<file path="config.mk">
export PLATFORM = sky130hd
export DESIGN_NAME = spft_cell
export DESIGN_NICKNAME = d
export VERILOG_FILES = /design/src/sv/spft_pkg.sv /design/src/sv/spft_cell.sv
export SDC_FILE = /design/constraint.sdc
export NUM_CORES = 1
export LEC_CHECK = 0
export BUFFER_PORTS_ARGS = -buffer_cell sky130_fd_sc_hd__buf_2
export CORE_AREA = 2 2 141 143
export CTS_CLUSTER_SIZE = 12
export DETAILED_ROUTE_END_ITERATION = 6
export DIE_AREA = 0 0 143 145
export PLACE_DENSITY = 0.77
export SYNTH_ARGS = -nofsm -noshare
export SYNTH_HDL_FRONTEND = slang
export SYNTH_SLANG_ARGS = --single-unit
</file>
<file path="constraint.sdc">
create_clock -name clk -period 1.4 [get_ports clk]
set_clock_uncertainty 0.2 [all_clocks]
set_input_delay 0.07 -clock clk [delete_from_list [all_inputs] [get_ports clk]]
set_output_delay 0.07 -clock clk [all_outputs]
set_load 0.01 [all_outputs]
</file>
<file path="src/sv/spft_pkg.sv">
// ----------------------------------------------------------------------------
// spft_pkg
// Shared widths, types and helpers for the symbolic Pauli frame tracker.
// ----------------------------------------------------------------------------
package spft_pkg;

  localparam int MASK_W      = 64;   // qubit mask width
  localparam int SYM_W       = 64;   // symbol mask width
  localparam int CNT_W       = 7;    // width of a count register
  localparam int MAX_QUBITS  = 64;
  localparam int MAX_SYMBOLS = 64;

  // configuration register indexes
  localparam logic REG_QUBITS  = 1'b0;
  localparam logic REG_SYMBOLS = 1'b1;

  // commands
  localparam logic CMD_APPLY = 1'b0;
  localparam logic CMD_QUERY = 1'b1;

  // status codes
  localparam logic STATUS_OK      = 1'b0;
  localparam logic STATUS_BAD_SYM = 1'b1;

  localparam logic [CNT_W-1:0] COUNT_RESET = CNT_W'(64);

  // item control broadcast to all cells while the item walks the chain
  typedef struct packed {
    logic             apply;
    logic             cond_c;
    logic [SYM_W-1:0] cond_s;
  } spft_ctl_t;

  // token handed from cell to cell
  typedef struct packed {
    logic             active;
    logic             acc_c;
    logic [SYM_W-1:0] acc_s;
  } spft_token_t;

  // low mask with bit i set for i < min(count, limit)
  function automatic logic [MASK_W-1:0] low_mask(input logic [CNT_W-1:0] count,
                                                 input int limit);
    logic [MASK_W-1:0] m;
    int                n;
    n = (int'(count) > limit) ? limit : int'(count);
    for (int i = 0; i < MASK_W; i++) begin
      m[i] = (i < n);
    end
    return m;
  endfunction

endpackage

</file>
<file path="src/sv/spft_cell.sv">
// ----------------------------------------------------------------------------
// spft_cell
// One qubit of the frame: holds its X and Z rows and updates or reads them
// as the item token passes through.
// ----------------------------------------------------------------------------
module spft_cell (
  input  logic                  clk,
  input  logic                  rst,
  input  spft_pkg::spft_ctl_t   ctl,
  input  logic                  sel_x,
  input  logic                  sel_z,
  input  spft_pkg::spft_token_t tok_in,
  output spft_pkg::spft_token_t tok_out
);

  logic [spft_pkg::SYM_W-1:0] x_sym;
  logic [spft_pkg::SYM_W-1:0] z_sym;
  logic                       x_c;
  logic                       z_c;
  spft_pkg::spft_token_t      tok_next;

  always_comb begin
    tok_next = tok_in;
    if (tok_in.active && !ctl.apply) begin
      // sign: Z rows of X support, X rows of Z support
      tok_next.acc_s = tok_in.acc_s ^ (sel_x ? z_sym : '0) ^ (sel_z ? x_sym : '0);
      tok_next.acc_c = tok_in.acc_c ^ (sel_x & z_c) ^ (sel_z & x_c);
    end
  end

  always_ff @(posedge clk) begin
    if (rst) begin
      x_sym   <= '0;
      z_sym   <= '0;
      x_c     <= 1'b0;
      z_c     <= 1'b0;
      tok_out <= '0;
    end else begin
      tok_out <= tok_next;
      if (tok_in.active && ctl.apply) begin
        if (sel_x) begin
          x_sym <= x_sym ^ ctl.cond_s;
          x_c   <= x_c ^ ctl.cond_c;
        end
        if (sel_z) begin
          z_sym <= z_sym ^ ctl.cond_s;
          z_c   <= z_c ^ ctl.cond_c;
        end
      end
    end
  end

endmodule

</file>
Yosys cells after proc, flatten, opt, wreduce, memory -nomap -nowiden --
Index checks and enable logic that the tools add are counted.
Operators by class: reduce and logical (&&, ||, !) cells 5, multiplexer cells 3, bitwise gates (word level) 10
Operators by type and width (count):
- $xor A64 B64 Y64 | 4
- $mux W64 | 2
- $mux W65 | 1
- $reduce_and A2 Y1 | 2
- $xor A1 B1 Y1 | 4
- $and A1 B1 Y1 | 2
- $logic_and A1 B1 Y1 | 2
- $logic_not A1 Y1 | 1
Word-level totals: logic and storage cells 25, flip-flop bits (word level) 196

Logic depth before layout (Yosys ltp) --
Gate-level depths: netlist of the first run.
word-level depth 4, mapped depth 6, gate-level depth less buffers 4

Worst setup path before layout of the first run --
Ideal clock, no wire load.
path kind input to register, start point input port sel_x, end point register tok_out[49] (netlist name), setup slack 0.166 ns, cell stages on the path 5, buffers on the path 1, library setup time 0.070 ns, required time 1.130 ns, arrival time 0.963 ns, cell sequence clkbuf_1 -> nand2_1 -> xnor2_1 -> or3_1 -> a21oi_1
Between the ends: cells in the longest elaborated chain, start to end 4
Ends and longest elaborated chain:
- start, declared | line spft_cell.sv:10 | input logic sel_x,
- $mux W64 | line spft_cell.sv:26 | tok_next.acc_s = tok_in.acc_s ^ (sel_x ? z_sym : '0) ^ (sel_z ? x_sym : '0);
- $xor A64 B64 Y64 (2 in a row) | line spft_cell.sv:26
- $mux W65 | line spft_cell.sv:24 | if (tok_in.active && !ctl.apply) begin
- end signal, assigned | line spft_cell.sv:39 | tok_out <= tok_next;
- end, declared | line spft_cell.sv:13 | output spft_pkg::spft_token_t tok_out
Every way passes these cells. A chain may end at the register's enable or synchronous reset.

Final worst setup path of the first run --
start point register z_sym[36] (netlist name), end point register tok_out[36] (netlist name)
Between the ends: cells in the longest elaborated chain, start to end 4
Ends and longest elaborated chain:
- start, declared | line spft_cell.sv:17 | logic [spft_pkg::SYM_W-1:0] z_sym;
- start signal, assigned | line spft_cell.sv:46 | z_sym <= z_sym ^ ctl.cond_s;
- $mux W64 | line spft_cell.sv:26
- $xor A64 B64 Y64 (2 in a row) | line spft_cell.sv:26
- $mux W65 | line spft_cell.sv:24
Every way passes these cells.

==> results of run 1 <==
## tightest hold or removal path, stage by stage
cell            delay (ps)
dlymetal6s4s_1         210
buf_12                 210
a21oi_1                 60
## where the power goes
part / leakage [nW] / switching, mW / internal [mW] / total, mW
clock: 0.274 / 2.23 / 2.52 / 4.75
combinational: 2.91 / 0.809 / 0.811 / 1.62
sequential: 1.61 / 0.131 / 5.83 / 5.96
## sequential cells by signal, indices dropped and copies added, names as in the netlist
signal   cells
x_c          1
z_sym       64
tok_out     66
z_c          1
x_sym       64
## synthesized netlist by cell type (all sizes together)
master | instances | area share (%)
a21oi | 65 | 3.8
clkbuf | 37 | 1.7
nor2b | 1 | 0.073
and3 | 2 | 0.15
o21ai | 65 | 3.8
buf | 27 | 2.8
or3 | 65 | 4.7
xnor2 | 65 | 6.6
dfxtp | 196 | 46
nand2b | 1 | 0.16
nand2 | 260 | 11
nor2 | 130 | 5.7
xor2 | 130 | 13
## what timing repair did
item | 4_1_cts | 5_1_grt
resized for setup | 0 | 16
endpoints found under the setup margin | 0 | 10
endpoints found under the hold margin | 196 | 16
## cell type report
type                    count  area (um2)
multi-input cells         784        4283
well taps                 265       331.6
diodes                      1       2.502
clock buffers              18       439.2
flip-flops and latches    196        3934
fillers                  1542        7375
repair buffers            354        2718
clock inverters            14       125.1
## how the worst max path moves through the flow
stage	from	end	slack (ps)	cells past startpoint
2_1_floorplan	sel_x	tok_out[49]	170	5
3_3_place_gp	sel_z	tok_out[26]	-60	6
3_5_place_dp	sel_z	tok_out[27]	-80	6
4_1_cts	rst	tok_out[65]	20	4
5_1_grt	x_sym[51]	tok_out[51]	-3	4
6_report	z_sym[36]	tok_out[36]	50	4
## kinds of logic after synthesis
logic type | share of synthesized area, %
AO/OA/AOI/OAI | 7.593
AND/OR/NAND/NOR | 22.21
buffers and inverters | 4.468
XOR/XNOR | 19.93
flip-flops | 45.79
## metal layers
| metal | track usage (%) | part of all wire, % |
|---|---|---|
| met5 | 0 | 0 |
| met4 | 10.20 | 3.1 |
| met3 | 3.927 | 3.8 |
| met2 | 40.65 | 53 |
| met1 | 24.82 | 40 |
==> impl_metrics.yaml, run 1 <==
detailed_routing:
  vias: 7950
  drt_iter0_markers: 470
  post_drt_wl_per_cell_um: 14.25
  ant_nets: 0
  avgViaCountPerCell: 4.871
  first_pass_iters: 5
  routed_wl_mm: 23.26
  drc: 0
placed_design:
  post-place-cells: 1466
  routabilityCongestion: 0.7904
  pre_cts_ws_ps: -81.62
  hpwl_mm: 13.93
  portBuffers: 201
  dpl_cell_area_um2: 9894
min_path:
  holdPathEnd: "tok_out[1]"
  whs_path_depth: 3
  min_path_type: "input pin to flip-flop"
  hp-start: "rst"
worst_setup_path:
  slowest_stage: "dfxtp_1"
  arrival_ps: 1510
  r2r_start: "z_sym[36]"
  path_max_fanout: 2
  r2r_cells: 4
  crit_buf_inv: 0
  r2r_end: "tok_out[36]"
  r2r_slack_ps: 50
  critical_path.endpoint_type: "flip-flop"
  worstSetupPathType: "flip-flop to flip-flop"
  max_stage_delay_ps: 370
  crit_chain: "nand2_1 -> xnor2_1 -> or3_1 -> a21oi_1"
  cp_top_family: "simple AND/OR/NAND/NOR gates"
  crit_required_ps: 1560
  start_kind: "flip-flop"
sta:
  finalWorstPathRequiredPeriod_ps: 1348
  setup_slack_ps: 51.67
  setup_violations: 0
  fmax_mhz: 741.7
  finalHoldViolCount: 21
  whs_ps: -32.91
  tightest_slew_ps: 267.9
  setup_tns_ps: 0
  slew_headroom_pct: 81.95
  finalMaxSlewViolations: 0
  finalCritPeriodShare_pct: 96.31
run_status:
  violations: "negative hold slack"
  status: "complete, but fails checks"
layout:
  design_area_um2: 11830
  final_util_pct: 61.61
  fin_nets: 1489
  drive_above_1_share_pct: 19.69
  fin_cells: 1632
  area_growth_pct: 38.10
  final_common_cell: "nand2_1"
  final_cell_mix: "nand2_1, buf_2, dfxtp_1, dlygate4sd3_1"
clock_network:
  insertion_delay_ps: 430
  clk_pin_slew_ps: 70
  cts_tree: "done"
  cts_max_level: 4
  clockBufferDepth: 2
  postCtsSetupBuffers: 0
  cts_hold_buf: 133
  numCtsBuffers: 17
  root_buffer: "clkbuf_16"
  cts.sinks: 196
die:
  die-width_um: 143
  start_util_pct: 44.61
  num_rows: 51
  dieArea_um2: 20740
  ioPinCount: 202
  core-area_um2: 19210
  die_h_um: 145
power:
  max-vdd-ir-drop_v: 0.0008544
  power_density_nw_per_um2: 1042
  finalPower_mw: 12.33
  leakagePower_nw: 4.793
grt:
  antenna_found_initial: 1
  grtUsageTotal_pct: 22.28
  grt_pass1_wl_mm: 37.67
  grt_pass1_vias: 8187
  grt_overflow_total: 0
  grt_start_max_net_pins: 50
flow_run:
  maxCapViolations: 0
logic_synthesis:
  synth-seq-area-share_pct: 45.79
  netlist-cell-type-count: 16
  synth_seq_cells: 196
  yosysWarnings: 0
  synth_area_per_cell_um2: 8.207
  synth_nets: 1180
  netlist_instances: 1044
  syn_area_um2: 8568
No activity file was read; power rests on OpenSTA's default activity.
==> run 2, diff against run 1 <==
==> constraint.sdc (replaced) <==
create_clock -name clk -period 1.4 [get_ports clk]
set_clock_uncertainty 0.2 [all_clocks]
set_input_delay 0.28 -clock clk [delete_from_list [all_inputs] [get_ports clk]]
set_output_delay 0.28 -clock clk [all_outputs]
set_load 0.01 [all_outputs]
==> run 2 against run 1 <==
Compared with the run above:
- the flow now finishes without violations
- combinational power is essentially flat
- via count shrank 0.59%
- fmax shrank 2.0%
- sequential cell count is the same
- non-clock buffer count shrank 2
- first-iteration DRC count shrank 21%
- sequential share of layout area is essentially flat
- sequential power is essentially flat
- count of clock-buffer cells in the layout grew 2
- die area is the same
- design area grew 0.45%
- clock power grew 5.7%
- largest cell class unchanged
==> impl_metrics.yaml, run 2 (synthesis gave the netlist of run 1 again) <==
layout:
  regMostFlops: "tok_out"
  final_common_cell: "nand2_1"
  drive_above_1_share_pct: 20.97
  fillers: 1527
  final-seq-area_um2: 3956
  final_util_pct: 61.89
  largest_reg_flops: 66
  largestRegisters: "tok_out (66), x_sym (64), z_sym (64)"
  multi_input_comb_area_um2: 4290
  fin_cells: 1629
  fin_nets: 1487
  diodes: 0
  area_growth_pct: 38.73
  final_cell_mix: "nand2_1, buf_2, dfxtp_1, dlygate4sd3_1"
die:
  core-area_um2: 19210
  ioPinCount: 202
  die_h_um: 145
  start_util_pct: 44.61
  num_rows: 51
  die-width_um: 143
  dieArea_um2: 20740
sta:
  tightest_slew_ps: 342.1
  finalMaxSlewViolations: 0
  setup_slack_ps: 23.75
  setup_violations: 0
  finalWorstPathRequiredPeriod_ps: 1376
  setup_tns_ps: 0
  fmax_mhz: 726.6
  finalHoldViolCount: 0
  slew_headroom_pct: 77.19
  finalCritPeriodShare_pct: 98.30
worst_setup_path:
  r2r_slack_ps: 30
  path_max_fanout: 1
  max_stage_delay_ps: 330
  slowest_stage: "dfxtp_1"
  start_kind: "flip-flop"
  crit_chain: "buf_2"
  crit_required_ps: 920
  r2r_cells: 4
  cp.depth: 1
  cp_top_family: "flip-flops"
  crit_buf_inv: 1
  arrival_ps: 900
  worstSetupPathType: "flip-flop to output port"
  critical_path.endpoint_type: "output port"
grt:
  grt_pass1_vias: 7941
  grt_start_max_net_pins: 75
  grt_overflow_total: 0
  antenna_found_initial: 0
  grt_pass1_wl_mm: 37.20
  grtUsageTotal_pct: 22.11
clock_network:
  insertion_delay_ps: 430
  numCtsBuffers: 17
  clockBufferDepth: 2
  root_buffer: "clkbuf_16"
  cts_tree: "done"
  postCtsSetupBuffers: 0
  cts.sinks: 196
  cts_max_level: 4
  clk_pin_slew_ps: 70
detailed_routing:
  first_pass_iters: 5
  post_drt_wl_per_cell_um: 14.13
  ant_nets: 0
  routed_wl_mm: 23.02
  avgViaCountPerCell: 4.851
  drc: 0
  vias: 7903
  drt_iter0_markers: 369
power:
  leakagePower_nw: 4.794
  max-vdd-ir-drop_v: 0.0008243
  power_density_nw_per_um2: 1061
  finalPower_mw: 12.61
placed_design:
  post-place-cells: 1465
  pre_cts_ws_ps: -293.4
  portBuffers: 201
  hpwl_mm: 13.79
  routabilityCongestion: 0.7554
run_status:
  status: "completed"
min_path:
  whs_path_depth: 2
  min_path_type: "flip-flop to flip-flop"
flow_run:
  maxCapViolations: 0
## run 2: changes by cell type in the layout (fill, tap and decap cells not counted), sizes merged
cell,previous run,this run
buf,221,220
bufinv,1,3
clkbuf,18,20
clkinv,5,4
clkinvlp,3,2
diode,1,0
dlymetal6s4s,1,0
inv,5,3
## run 2: timing repair
item / CTS / global route
hold endpoints to repair: 187 / 0
setup endpoints to repair: 3 / 27
hold buffers: 132 / 0
pin swaps: 0 / 0
gates resized for setup: 3 / 40
## run 2: path summary, 6_finish.rpt
check / end / from
hold reg to reg: z_sym[25] / z_sym[25]
setup / recovery: tok_out[48] / tok_out[48]
hold / removal: z_sym[25] / z_sym[25]
setup reg to reg: tok_out[36] / z_sym[36]
## run 2: through the flow
stage | cell area, um2 | hold slack, ps
3_5_place_dp | 9862 | 295.0
4_1_cts | 11790 | 252.1
2_1_floorplan | 8612 | 208.2
6_report | 11890 | 297.4
3_3_place_gp | 9862 | 291.0
5_1_grt | 11890 | 326.7
## run 2: layout make-up
type / count / share of cell area [%]
timing repair buffer: 352 / 22.80
clock buffer: 20 / 3.758
clock inverter: 12 / 1.274
sequential: 196 / 33.28
tap: 265 / 2.789
multi-input combinational: 784 / 36.09
## run 2: power breakdown
part	total (mW)	switching (mW)	internal, mW
Sequential	5.97	0.136	5.83
Combinational	1.62	0.804	0.812
Clock	5.02	2.15	2.87
Total	12.6	3.09	9.51
## run 2: layer usage
layer / part of all wire [%] / wire, um / global-route usage (%)
met2: 50 / 11600 / 38.66
met3: 4.2 / 972 / 4.587
met4: 3.5 / 795 / 10.40
met5: 0 / 0 / 0
met1: 42 / 9656 / 25.52
## run 2: tightest hold or removal path, delay by kind of cell (launching register included)
kind	cells	cell delay (ps)
flip-flops	1	330
AND/OR/NAND/NOR	1	70
XOR/XNOR	1	60
==> run 3, diff against run 2 <==
- CORE_AREA: 2 2 141 143 -> 2 2 116 174
- DIE_AREA: 0 0 143 145 -> 0 0 118 176
==> run 3 against run 2 <==
Compared with the run above:
- clock power fell by 6.0%
- sequential cell count did not move
- largest power group unchanged
- register-to-register slack got worse by 30 ps
- design area rose by 0.53%
- setup slack got worse by 22 ps
- fmax fell by 1.6%
- sequential power barely moved
- non-clock buffer count rose by 4
- highest routed layer unchanged
==> impl_metrics.yaml, run 3 (synthesis gave the netlist of run 1 again) <==
worst_setup_path:
  start_kind: "flip-flop"
  crit_end: "tok_out[35]"
  slowest_stage: "dfxtp_1"
  worstSetupPathType: "flip-flop to flip-flop"
  cp_top_family: "simple AND/OR/NAND/NOR gates"
  crit_buf_inv: 0
  r2r_slack_ps: 2
  crit_chain: "nand2_1 -> xnor2_1 -> or3_1 -> a21oi_1"
  critPathLaunch: "x_sym[35]"
  critical_path.endpoint_type: "flip-flop"
  r2r_start: "x_sym[35]"
  r2r_end: "tok_out[35]"
  max_stage_delay_ps: 370
  arrival_ps: 1560
  path_max_fanout: 2
  cp.depth: 4
  r2r_cells: 4
  crit_required_ps: 1570
detailed_routing:
  post_drt_wl_per_cell_um: 15.24
  drt_iter0_markers: 526
  drc: 0
  avgViaCountPerCell: 4.990
  first_pass_iters: 5
  ant_nets: 0
  routed_wl_mm: 24.79
  vias: 8119
min_path:
  min_path_type: "flip-flop to flip-flop"
die:
  core-area_um2: 19160
  num_rows: 62
  ioPinCount: 202
  die_h_um: 176
  start_util_pct: 44.72
  dieArea_um2: 20770
  die-width_um: 118
clock_network:
  numCtsBuffers: 17
  cts_tree: "done"
  root_buffer: "clkbuf_16"
  clockBufferDepth: 2
  clk_pin_slew_ps: 70
  insertion_delay_ps: 440
  cts.sinks: 196
  cts_max_level: 4
layout:
  drive_above_1_share_pct: 21.64
  largestRegisters: "tok_out (66), x_sym (64), z_sym (64)"
  largest_reg_flops: 66
  final_common_cell: "nand2_1"
  final_util_pct: 62.36
  final_cell_mix: "nand2_1, buf_2, dfxtp_1, dlygate4sd3_1"
  design_area_um2: 11950
  regMostFlops: "tok_out"
  area_growth_pct: 39.46
  fin_nets: 1491
power:
  max-vdd-ir-drop_v: 0.0009413
  power_density_nw_per_um2: 1035
  finalPower_mw: 12.36
  leakagePower_nw: 4.804
grt:
  grt_pass1_wl_mm: 39.14
  grt_start_max_net_pins: 67
  grtUsageTotal_pct: 23.28
  grt_overflow_total: 0
  grt_pass1_vias: 8404
  antenna_found_initial: 3
sta:
  finalHoldViolCount: 0
  finalMaxSlewViolations: 0
  whs_ps: 312.2
  finalWorstPathRequiredPeriod_ps: 1398
  setup_violations: 0
  tightest_slew_ps: 318.6
  fmax_mhz: 715.3
  rsz0062_at_grt: "true"
  finalCritPeriodShare_pct: 99.86
  slew_headroom_pct: 78.54
placed_design:
  hpwl_mm: 14.18
  dpl_cell_area_um2: 9898
  routabilityCongestion: 0.7858
  portBuffers: 201
run_status:
  status: "completed"
flow_run:
  maxCapViolations: 0
[run 3: cell count changes in the layout (fill, tap and decap cells not counted), sizes merged]
| cell | previous run | this run |
|---|---|---|
| clkbuf | 20 | 19 |
| diode | 0 | 3 |
| clkinv | 4 | 3 |
| clkinvlp | 2 | 5 |
| buf | 220 | 224 |
| bufinv | 3 | 1 |
| inv | 3 | 4 |
[run 3: timing repair]
| action | 4_1_cts | 5_1_grt |
|---|---|---|
| pin swaps | 0 | 5 |
| setup buffers | 0 | 1 |
| endpoints found under the setup margin | 3 | 27 |
| resized for setup | 4 | 48 |
| hold endpoints to repair | 193 | 0 |
| hold buffers | 132 | 0 |
[run 3: area by class of cell]
cell class / instances / area [um2]
timing repair buffer: 356 / 2784
sequential: 196 / 3954
multi-input combinational: 784 / 4325
clock inverter: 13 / 125.1
clock buffer: 19 / 432.9
antenna: 3 / 7.507
fill: 1482 / 7212
tap: 256 / 320.3
[run 3: power by group]
group / switching, mW / total, mW / internal [mW]
clock: 2.25 / 4.72 / 2.48
combinational: 0.839 / 1.67 / 0.833
sequential: 0.136 / 5.97 / 5.83
total: 3.22 / 12.4 / 9.14
[run 3: worst min path at each step]
stage | startpoint | cells after the start | end | slack (ps)
final | z_sym[16] | 2 | z_sym[16] | 310
after global routing | x_sym[40] | 2 | x_sym[40] | 330
after CTS | tok_in[65] | 5 | tok_out[0] | 310
after detailed placement | z_sym[0] | 2 | z_sym[0] | 300
after global placement | z_sym[57] | 2 | z_sym[57] | 290
after floorplan | tok_in[65] | 1 | tok_out[65] | 210
[run 3: layer usage]
layer / GRT usage, % / vias to the layer above / wire length (um)
met5: 0 / - / 0
li1: - / 3928 / -
met2: 42.49 / 274 / 13070
met1: 24.40 / 3837 / 9564
met4: 14.91 / 0 / 1121
met3: 4.425 / 80 / 1032
[run 3: through the flow]
step / cells / setup TNS [ps] / worst slack (ps)
floorplan: 1044 / -1575 / -23.40
global placement: 1459 / -32300 / -236.3
detailed placement: 1459 / -34720 / -262.7
CTS: 1623 / 0 / 3.858
global route: 1627 / -215.4 / -58.98
finish: 1627 / 0 / 1.920
[run 3: worst min-delay path: cells and delay by family (launching register included)]
kind	cells	cell delay (ps)
xor+xnor	1	70
flops	1	340
simple gates	1	70
